===== config.mk =====
export PLATFORM = sky130hd
export DESIGN_NAME = temp_humidity_frame_decoder_top
export DESIGN_NICKNAME = d
export VERILOG_FILES = /design/src/hw/rtl/thfd_pkg.sv /design/src/hw/rtl/thfd_front.sv /design/src/hw/rtl/thfd_queue.sv /design/src/hw/rtl/thfd_back.sv /design/src/hw/rtl/temp_humidity_frame_decoder_top.sv
export SDC_FILE = /design/constraint.sdc
export NUM_CORES = 1
export LEC_CHECK = 0
export BUFFER_PORTS_ARGS = -buffer_cell sky130_fd_sc_hd__buf_2
export CAP_MARGIN = 20
export CORE_MARGIN = 2
export CORE_UTILIZATION = 60
export CTS_CLUSTER_DIAMETER = 50
export DETAILED_ROUTE_END_ITERATION = 6
export PLACE_DENSITY_LB_ADDON = 0.25
export SYNTH_ARGS = -nofsm -noshare
export SYNTH_HDL_FRONTEND = slang
export SYNTH_HIERARCHICAL = 1
export SYNTH_SLANG_ARGS = --single-unit
export TNS_END_PERCENT = 30

===== constraint.sdc =====
create_clock -name clk -period 27.6 [get_ports clk]
set_input_delay 5.52 -clock clk [delete_from_list [all_inputs] [get_ports clk]]
set_output_delay 5.52 -clock clk [all_outputs]
set_load 0.02 [all_outputs]

===== src/hw/rtl/thfd_pkg.sv =====
// Shared types, constants and helper functions for the temperature/humidity
// frame decoder. No dependencies; every other file of the block imports it.
`default_nettype none

package thfd_pkg;

  // CRC-8 over each data word: polynomial x^8 + x^5 + x^4 + 1.
  localparam logic [7:0] CRC_POLY = 8'h31;
  localparam logic [7:0] CRC_INIT = 8'hFF;

  // Conversion constants in hundredths; FULL_SCALE is the raw word range.
  localparam logic [14:0] TEMP_SCALE  = 15'd17500;
  localparam logic [15:0] TEMP_OFFSET = 16'd4500;
  localparam logic [13:0] HUM_SCALE   = 14'd12500;
  localparam logic [15:0] HUM_OFFSET  = 16'd600;
  localparam logic [15:0] HUM_MAX     = 16'd10000;
  localparam logic [16:0] FULL_SCALE  = 17'd65535;

  // Default depth of the queue between front and back.
  localparam int QUEUE_DEPTH_DEFAULT = 2;

  // Port widths of the streams.
  localparam int IN_TDATA_W  = 8;
  localparam int OUT_TDATA_W = 64;

  // Position of the next byte inside the six-byte response.
  typedef enum logic [2:0] {
    POS_A_HI  = 3'd0,
    POS_A_LO  = 3'd1,
    POS_A_CRC = 3'd2,
    POS_B_HI  = 3'd3,
    POS_B_LO  = 3'd4,
    POS_B_CRC = 3'd5
  } pos_t;

  // Frame status codes.
  typedef enum logic [1:0] {
    STATUS_OK         = 2'd0,
    STATUS_FIRST_CRC  = 2'd1,
    STATUS_SECOND_CRC = 2'd2
  } status_t;

  // One completed frame as it travels from front to back.
  typedef struct packed {
    logic [15:0] first_word;
    logic [15:0] second_word;
    status_t     status;
  } frame_t;

  // One byte step of the CRC, MSB first.
  function automatic logic [7:0] crc8_step(input logic [7:0] crc, input logic [7:0] data);
    logic [7:0] c;
    c = crc ^ data;
    for (int i = 0; i < 8; i++) begin
      if (c[7]) begin
        c = {c[6:0], 1'b0} ^ CRC_POLY;
      end else begin
        c = {c[6:0], 1'b0};
      end
    end
    return c;
  endfunction

  // floor(x / 65535) for x below 2^32 - 1. With q0 = x >> 16 the remainder
  // is (x mod 2^16) + q0, which stays below twice the divisor, so one
  // compare settles the quotient.
  function automatic logic [15:0] div_full_scale(input logic [31:0] x);
    logic [15:0] q0;
    logic [16:0] rem;
    q0  = x[31:16];
    rem = {1'b0, x[15:0]} + {1'b0, q0};
    if (rem >= FULL_SCALE) begin
      return q0 + 16'd1;
    end
    return q0;
  endfunction

endpackage

`default_nettype wire


===== src/hw/rtl/thfd_front.sv =====
// Front part of the frame decoder: tracks the byte position, runs the CRC,
// assembles both words and hands each completed frame on. Uses thfd_pkg.
`default_nettype none

module thfd_front (
  input  wire logic            clk,
  input  wire logic            rst_n,
  input  wire logic            byte_valid,
  input  wire logic [7:0]      rx_byte,
  input  wire logic            frame_start,
  output thfd_pkg::frame_t     push_frame,
  output logic                 push
);
  import thfd_pkg::*;

  pos_t        pos_r, pos_nxt, pos_eff;
  logic [7:0]  crc_r, crc_nxt, crc_eff, crc_upd;
  logic [15:0] word_a_r, word_a_nxt;
  logic [15:0] word_b_r, word_b_nxt;
  logic        first_ok_r, first_ok_nxt;

  // A start mark restarts position and CRC for this byte.
  assign pos_eff = frame_start ? POS_A_HI : pos_r;
  assign crc_eff = frame_start ? CRC_INIT : crc_r;
  assign crc_upd = crc8_step(crc_eff, rx_byte);

  // Next position.
  always_comb begin
    pos_nxt = pos_r;
    if (byte_valid) begin
      unique case (pos_eff)
        POS_A_HI:  pos_nxt = POS_A_LO;
        POS_A_LO:  pos_nxt = POS_A_CRC;
        POS_A_CRC: pos_nxt = POS_B_HI;
        POS_B_HI:  pos_nxt = POS_B_LO;
        POS_B_LO:  pos_nxt = POS_B_CRC;
        default:   pos_nxt = POS_A_HI;
      endcase
    end
  end

  // Word assembly, CRC and frame hand-off.
  always_comb begin
    crc_nxt      = crc_r;
    word_a_nxt   = word_a_r;
    word_b_nxt   = word_b_r;
    first_ok_nxt = first_ok_r;
    push         = 1'b0;
    push_frame.first_word  = word_a_r;
    push_frame.second_word = word_b_r;
    if (!first_ok_r) begin
      push_frame.status = STATUS_FIRST_CRC;
    end else if (crc_eff != rx_byte) begin
      push_frame.status = STATUS_SECOND_CRC;
    end else begin
      push_frame.status = STATUS_OK;
    end
    if (byte_valid) begin
      unique case (pos_eff)
        POS_A_HI: begin
          word_a_nxt = {rx_byte, 8'h00};
          crc_nxt    = crc_upd;
        end
        POS_A_LO: begin
          word_a_nxt = {word_a_r[15:8], rx_byte};
          crc_nxt    = crc_upd;
        end
        POS_A_CRC: begin
          first_ok_nxt = (crc_eff == rx_byte);
          crc_nxt      = CRC_INIT;
        end
        POS_B_HI: begin
          word_b_nxt = {rx_byte, 8'h00};
          crc_nxt    = crc_upd;
        end
        POS_B_LO: begin
          word_b_nxt = {word_b_r[15:8], rx_byte};
          crc_nxt    = crc_upd;
        end
        default: begin
          // Second check byte closes the frame.
          push    = 1'b1;
          crc_nxt = CRC_INIT;
        end
      endcase
    end
  end

  always_ff @(posedge clk) begin
    if (!rst_n) begin
      pos_r      <= POS_A_HI;
      crc_r      <= CRC_INIT;
      word_a_r   <= '0;
      word_b_r   <= '0;
      first_ok_r <= 1'b0;
    end else begin
      pos_r      <= pos_nxt;
      crc_r      <= crc_nxt;
      word_a_r   <= word_a_nxt;
      word_b_r   <= word_b_nxt;
      first_ok_r <= first_ok_nxt;
    end
  end

endmodule

`default_nettype wire


===== src/hw/rtl/thfd_queue.sv =====
// Short frame queue between the front and back parts of the decoder.
// Register storage with a fill count. Uses thfd_pkg for the frame type.
`default_nettype none

module thfd_queue #(
  parameter int DEPTH = thfd_pkg::QUEUE_DEPTH_DEFAULT
) (
  input  wire logic             clk,
  input  wire logic             rst_n,
  input  wire logic             push,
  input  thfd_pkg::frame_t      push_frame,
  output logic                  not_full,
  input  wire logic             pop,
  output logic                  not_empty,
  output thfd_pkg::frame_t      head_frame
);
  import thfd_pkg::*;

  localparam int PTR_W = (DEPTH > 1) ? $clog2(DEPTH) : 1;
  localparam int CNT_W = $clog2(DEPTH + 1);
  localparam logic [PTR_W-1:0] PTR_LAST = PTR_W'(DEPTH - 1);
  localparam logic [CNT_W-1:0] CNT_FULL = CNT_W'(DEPTH);

  frame_t            mem_r [DEPTH];
  logic [PTR_W-1:0]  wr_ptr_r, wr_ptr_nxt;
  logic [PTR_W-1:0]  rd_ptr_r, rd_ptr_nxt;
  logic [CNT_W-1:0]  count_r, count_nxt;
  logic              do_push, do_pop;

  assign not_full   = (count_r != CNT_FULL);
  assign not_empty  = (count_r != '0);
  assign head_frame = mem_r[rd_ptr_r];
  assign do_push    = push && not_full;
  assign do_pop     = pop && not_empty;

  // Pointer and count update.
  always_comb begin
    wr_ptr_nxt = wr_ptr_r;
    rd_ptr_nxt = rd_ptr_r;
    count_nxt  = count_r;
    if (do_push) begin
      wr_ptr_nxt = (wr_ptr_r == PTR_LAST) ? '0 : wr_ptr_r + 1'b1;
    end
    if (do_pop) begin
      rd_ptr_nxt = (rd_ptr_r == PTR_LAST) ? '0 : rd_ptr_r + 1'b1;
    end
    if (do_push && !do_pop) begin
      count_nxt = count_r + 1'b1;
    end else if (do_pop && !do_push) begin
      count_nxt = count_r - 1'b1;
    end
  end

  always_ff @(posedge clk) begin
    if (!rst_n) begin
      wr_ptr_r <= '0;
      rd_ptr_r <= '0;
      count_r  <= '0;
    end else begin
      wr_ptr_r <= wr_ptr_nxt;
      rd_ptr_r <= rd_ptr_nxt;
      count_r  <= count_nxt;
    end
  end

  // Frame storage.
  always_ff @(posedge clk) begin
    if (do_push) begin
      mem_r[wr_ptr_r] <= push_frame;
    end
  end

endmodule

`default_nettype wire


===== src/hw/rtl/thfd_back.sv =====
// Back part of the frame decoder: scales the raw words to hundredths in a
// two-stage pipeline ending in the output register. Uses thfd_pkg.
`default_nettype none

module thfd_back (
  input  wire logic            clk,
  input  wire logic            rst_n,
  input  wire logic            frame_valid,
  input  thfd_pkg::frame_t     frame,
  output logic                 frame_pop,
  output logic                 out_valid,
  input  wire logic            out_ready,
  output logic signed [14:0]   temperature_centi,
  output logic [13:0]          humidity_centi,
  output logic [15:0]          first_word,
  output logic [15:0]          second_word,
  output logic [1:0]           status
);
  import thfd_pkg::*;

  // Product stage.
  logic        s1_valid_r;
  frame_t      s1_frame_r;
  logic [30:0] s1_temp_prod_r;
  logic [29:0] s1_hum_prod_r;
  logic        s1_ready;

  // Output stage.
  logic        s2_valid_r;
  frame_t      s2_frame_r;
  logic [14:0] s2_temp_r, s2_temp_nxt;
  logic [13:0] s2_hum_r, s2_hum_nxt;
  logic        s2_ready;

  logic [15:0] temp_q, hum_q;
  logic [15:0] temp_diff, hum_diff;

  assign s2_ready  = !s2_valid_r || out_ready;
  assign s1_ready  = !s1_valid_r || s2_ready;
  assign frame_pop = frame_valid && s1_ready;

  always_ff @(posedge clk) begin
    if (!rst_n) begin
      s1_valid_r <= 1'b0;
      s2_valid_r <= 1'b0;
    end else begin
      if (s1_ready) begin
        s1_valid_r <= frame_valid;
      end
      if (s2_ready) begin
        s2_valid_r <= s1_valid_r;
      end
    end
  end

  // Constant multiplications by the full-range spans.
  always_ff @(posedge clk) begin
    if (frame_pop) begin
      s1_frame_r     <= frame;
      s1_temp_prod_r <= 31'(frame.first_word * TEMP_SCALE);
      s1_hum_prod_r  <= 30'(frame.second_word * HUM_SCALE);
    end
  end

  // Division by the word range, offsets, clamp and zeroing on a bad CRC.
  always_comb begin
    temp_q    = div_full_scale({1'b0, s1_temp_prod_r});
    hum_q     = div_full_scale({2'b00, s1_hum_prod_r});
    temp_diff = temp_q - TEMP_OFFSET;
    hum_diff  = hum_q - HUM_OFFSET;
    s2_temp_nxt = temp_diff[14:0];
    if (hum_q < HUM_OFFSET) begin
      s2_hum_nxt = '0;
    end else if (hum_diff > HUM_MAX) begin
      s2_hum_nxt = HUM_MAX[13:0];
    end else begin
      s2_hum_nxt = hum_diff[13:0];
    end
    if (s1_frame_r.status != STATUS_OK) begin
      s2_temp_nxt = '0;
      s2_hum_nxt  = '0;
    end
  end

  always_ff @(posedge clk) begin
    if (s2_ready && s1_valid_r) begin
      s2_frame_r <= s1_frame_r;
      s2_temp_r  <= s2_temp_nxt;
      s2_hum_r   <= s2_hum_nxt;
    end
  end

  assign out_valid         = s2_valid_r;
  assign temperature_centi = signed'(s2_temp_r);
  assign humidity_centi    = s2_hum_r;
  assign first_word        = s2_frame_r.first_word;
  assign second_word       = s2_frame_r.second_word;
  assign status            = s2_frame_r.status;

endmodule

`default_nettype wire


===== src/hw/rtl/temp_humidity_frame_decoder_top.sv =====
// Top level of the temperature/humidity frame decoder: front, frame queue and
// back joined to the byte and result streams. Uses thfd_pkg and all submodules.
//
//   Channel  Direction  tdata (low bit up)                          tuser
//   in_      slave      rx_byte[7:0]                                frame_start
//   out_     master     temperature_centi, humidity_centi,          status[1:0]
//                       first_word, second_word, zero pad
//
// One byte is accepted every cycle while in_tready is high; the CRC step is a single byte-wide unit.
// out_tvalid rises once the frame that the sixth byte closes has passed the
// queue entry, written at the edge that takes that byte, the registered constant
// multiplies and the output register holding the scaling, in that order.
// Reset clears position, CRC, queue and pipeline valids; no clearing pass.
// in_tready drops only when the frame queue is full, which needs the output
// to stall for several frames.
`default_nettype none

module temp_humidity_frame_decoder_top #(
  parameter int QUEUE_DEPTH = thfd_pkg::QUEUE_DEPTH_DEFAULT
) (
  input  wire logic                               clk,
  input  wire logic                               rst_n,
  // Byte stream.
  input  wire logic                               in_tvalid,
  output logic                                    in_tready,
  input  wire logic [thfd_pkg::IN_TDATA_W-1:0]    in_tdata,  // rx_byte[7:0]
  input  wire logic                               in_tuser,  // frame_start
  // Result stream.
  output logic                                    out_tvalid,
  input  wire logic                               out_tready,
  // [14:0] temperature_centi, [28:15] humidity_centi, [44:29] first_word,
  // [60:45] second_word, [63:61] zero
  output logic [thfd_pkg::OUT_TDATA_W-1:0]        out_tdata,
  output logic [1:0]                              out_tuser   // status
);
  import thfd_pkg::*;

  frame_t              push_frame, head_frame;
  logic                push, not_full, not_empty, frame_pop;
  logic                byte_valid;
  logic signed [14:0]  temperature_centi;
  logic [13:0]         humidity_centi;
  logic [15:0]         first_word, second_word;

  assign in_tready  = not_full;
  assign byte_valid = in_tvalid && not_full;

  thfd_front u_front (
    .clk         (clk),
    .rst_n       (rst_n),
    .byte_valid  (byte_valid),
    .rx_byte     (in_tdata),
    .frame_start (in_tuser),
    .push_frame  (push_frame),
    .push        (push)
  );

  thfd_queue #(
    .DEPTH (QUEUE_DEPTH)
  ) u_queue (
    .clk        (clk),
    .rst_n      (rst_n),
    .push       (push),
    .push_frame (push_frame),
    .not_full   (not_full),
    .pop        (frame_pop),
    .not_empty  (not_empty),
    .head_frame (head_frame)
  );

  thfd_back u_back (
    .clk               (clk),
    .rst_n             (rst_n),
    .frame_valid       (not_empty),
    .frame             (head_frame),
    .frame_pop         (frame_pop),
    .out_valid         (out_tvalid),
    .out_ready         (out_tready),
    .temperature_centi (temperature_centi),
    .humidity_centi    (humidity_centi),
    .first_word        (first_word),
    .second_word       (second_word),
    .status            (out_tuser)
  );

  // Pack the result word.
  assign out_tdata = {3'b000, second_word, first_word, humidity_centi,
                      unsigned'(temperature_centi)};

endmodule

`default_nettype wire


==> results.json <==
{
  "core_um2": 31600,
  "startpoint": "in_tvalid",
  "hold_viol_final": 0,
  "layout_commonest_cell": "inv_1",
  "syn_inst": 1726,
  "p_per_area_nw_per_um2": 43.0,
  "h-tree-depth": 2,
  "start_util_pct": 60.9,
  "ir_drop_mv": 0.0409,
  "ys_warn_count": 6,
  "p_leak_nw": 8.66,
  "portBuffers": 77,
  "crit_fanout": 18,
  "reg2reg_depth": 24,
  "post_drt_wl_per_cell_um": 16.8,
  "clkSinkCount": 270,
  "layout_common_cells": "inv_1, ha_1, edfxtp_1, nor2_1, fa_1",
  "synth-simple-area-share_pct": 11.4,
  "maxCapViolCount": 0,
  "top_layer_used": "met4",
  "vias": 12700,
  "hold_class": "flip-flop to flip-flop",
  "cp.arrival_ns": 7.55,
  "antenna_cells": 0,
  "grt_pass1_wl_mm": 61.4,
  "cts_buffers": 35,
  "synth-compound-area-share_pct": 10.7,
  "ant_nets": 0,
  "ys.flop_type": "edfxtp_1",
  "die-area_um2": 33500,
  "critPathCapture": "u_queue/count_r[1]$_SDFFE_PN0P_",
  "drt-total-wl_mm": 37.5,
  "wl_met2_mm": 17.8,
  "num_rows": 65,
  "final.period_utilization_pct": 25.7,
  "first_pass_iters": 5,
  "synthMuxAreaShare_pct": 2.99,
  "clock_latency_ns": 0.53,
  "rsz0062_at_grt": "no",
  "async_flop_share_pct": 0,
  "gp_congestion": 0.932,
  "drt-initial-drc-count": 716,
  "relSlewSlack_pct": 41.9,
  "root_buffer": "clkbuf_16",
  "avgSynthCellArea_um2": 11.1,
  "path_clk_slew_ns": 0.05,
  "setup_viol": 0,
  "cts_tree": "done",
  "clock_skew_ns": 0.0191,
  "synth.distinct_cells": 94,
  "postCtsHoldBufs": 0,
  "finalHoldWorstSlack_ns": 0.417,
  "rr_endpoint": "u_back/s1_temp_prod_r[29]$_DFFE_PP_",
  "synthToLayoutAreaGrowth_pct": 9.60,
  "met1_length_mm": 17.0,
  "grt_max_degree": 64,
  "status": "finished clean",
  "reg2reg_slack_ns": 21.03,
  "wl_met3_mm": 1.86,
  "drv_slew": 0,
  "grt_pass1_vias": 12400,
  "die_h_um": 183,
  "synth_top_area_share_pct": 34.2,
  "drive_above_1_share_pct": 11.7,
  "fmax_ghz": 0.141,
  "worst_setup_path_end_kind": "flip-flop",
  "final_util_pct": 66.8,
  "timing.final.crit_period_ns": 7.09,
  "path_class": "input pin to flip-flop",
  "via_per_inst": 5.67,
  "synth_area_leaders": "edfxtp_1, ha_1, fa_1",
  "grt_overflow": 0,
  "postCtsSetupBuffers": 0,
  "dp_hpwl_mm": 28.2,
  "synth_edf_count": 219,
  "layout.nets": 2136,
  "synth-seq-cells": 270,
  "synth_fa_ha_area_share_pct": 24.4,
  "ios": 81,
  "worstMarginPinSlew_ns": 0.871,
  "synth_top_family_by_area": "adder cells",
  "post_cts_resized": 0,
  "cp.required_ns": 28.06,
  "die_w_um": 183,
  "seq_area_frac_synth_pct": 39.5,
  "fin_setup_tns_ns": 0,
  "synth_xor_area_share_pct": 5.18,
  "synth_largest_area_cell": "edfxtp_1",
  "syn_area_um2": 19200,
  "clk_path_buf_depth": 3,
  "grt_util_all_layers_pct": 22.8,
  "drcViolationCount": 0,
  "start_kind": "input pin",
  "antenna_found_initial": 0
}
==> Yosys cell counts (7+ instances only) <==
| master | instances |
|---|---|
| inv_1 | 235 |
| ha_1 | 229 |
| edfxtp_1 | 219 |
| nor2_1 | 92 |
| fa_1 | 91 |
| xnor2_1 | 82 |
| nand2_1 | 76 |
| a21oi_1 | 51 |
| dfxtp_1 | 51 |
| o21ai_0 | 49 |
| nor2b_1 | 39 |
| nand3_1 | 36 |
| mux2_2 | 35 |
| nor3_1 | 34 |
| xor2_1 | 24 |
| clkbuf_1 | 22 |
| a22oi_1 | 18 |
| mux2i_1 | 18 |
| o21a_1 | 16 |
| a211oi_1 | 15 |
| and2_1 | 15 |
| and3_1 | 15 |
| a21boi_0 | 14 |
| o21bai_1 | 14 |
| a31oi_1 | 13 |
| nand2b_1 | 12 |
| buf_2 | 11 |
| nand4_1 | 11 |
| o2111ai_1 | 11 |
| a21o_1 | 10 |
| or3_1 | 10 |
| nor4_1 | 9 |
| o211ai_1 | 8 |
| buf_4 | 7 |
| nand3b_1 | 7 |
| o31ai_1 | 7 |
==> area by class of cell <==
cell class / count / area (um^2)
timing repair buffer: 83 / 430
clock buffer: 37 / 883
tap: 402 / 503
clock inverter: 26 / 235
fill: 2362 / 10500
inverter: 235 / 882
sequential: 270 / 7600
multi-input combinational: 1178 / 10500
==> power breakdown <==
part | total, mW | internal, mW | switching, mW | leakage (nW)
clock network | 0.427 | 0.249 | 0.178 | 0.540
logic | 0.0361 | 0.0170 | 0.0190 | 5.82
registers | 0.443 | 0.439 | 0.00433 | 2.30
==> metal layers <==
layer / up-vias / track usage (%)
li1: 6289 / -
met3: 55 / 3.65
met5: - / 0
met2: 310 / 38.6
met1: 6002 / 30.7
met4: 0 / 5.98
==> how the worst min path moves through the flow <==
stage | depth (start not counted) | slack (ns) | start | to
floorplan | 0 | 0.40 | u_back/s1_frame_r[28]$_DFFE_PP_ | u_back/first_word[10]$_DFFE_PP_
global placement | 0 | 0.41 | u_back/s1_frame_r[15]$_DFFE_PP_ | u_back/second_word[13]$_DFFE_PP_
detailed placement | 0 | 0.40 | u_back/s1_frame_r[17]$_DFFE_PP_ | u_back/second_word[15]$_DFFE_PP_
CTS | 0 | 0.42 | u_back/s1_frame_r[17]$_DFFE_PP_ | u_back/second_word[15]$_DFFE_PP_
global route | 0 | 0.43 | u_back/s1_frame_r[12]$_DFFE_PP_ | u_back/second_word[10]$_DFFE_PP_
finish | 0 | 0.42 | u_back/s1_frame_r[7]$_DFFE_PP_ | u_back/second_word[5]$_DFFE_PP_
==> stage by stage <==
| step | cells | area (um^2) | total power, mW | setup slack [ns] |
|---|---|---|---|---|
| 2_1_floorplan | 1728 | 19200 | 0.480 | 13.62 |
| 3_3_place_gp | 2168 | 19900 | 0.486 | 20.03 |
| 3_5_place_dp | 2168 | 19900 | 0.487 | 20.01 |
| 4_1_cts | 2231 | 21100 | 0.916 | 20.54 |
| 5_1_grt | 2231 | 21100 | 0.937 | 20.35 |
| 6_report | 2231 | 21100 | 0.906 | 20.51 |
==> critical path, cell delays in order <==
cell      delay, ns
buf_2          0.07
and2_1         0.55
nand3b_1       0.21
nor2_1         0.26
and2_1         0.18
ha_1           0.26
or3_1          0.35
a21boi_1       0.15
==> state kept, by name, summed over array words and instances (netlist names), 2 cells and up, named ones only <==
name / count
u_queue/mem_r: 68
u_back/s1_frame_r: 34
u_back/s1_temp_prod_r: 28
u_back/s1_hum_prod_r: 26
u_back/first_word: 16
u_back/second_word: 16
u_front/word_a_r: 16
u_front/word_b_r: 16
u_back/temperature_centi: 15
u_back/humidity_centi: 14
u_front/crc_r: 8
u_front/pos_r: 3
u_back/status: 2
u_queue/count_r: 2
==> kinds of logic (layout without fill, tap and decap cells) <==
logic type / Yosys count / after routing
xor+xnor: 109 / 109
buf+inv: 280 / 381
mux: 53 / 53
other cells: 1 / 3
fa+ha+maj: 320 / 320
simple gates: 404 / 404
compound gates: 289 / 289
flops: 270 / 270
Note: power is estimated with default switching activity, not from simulation.
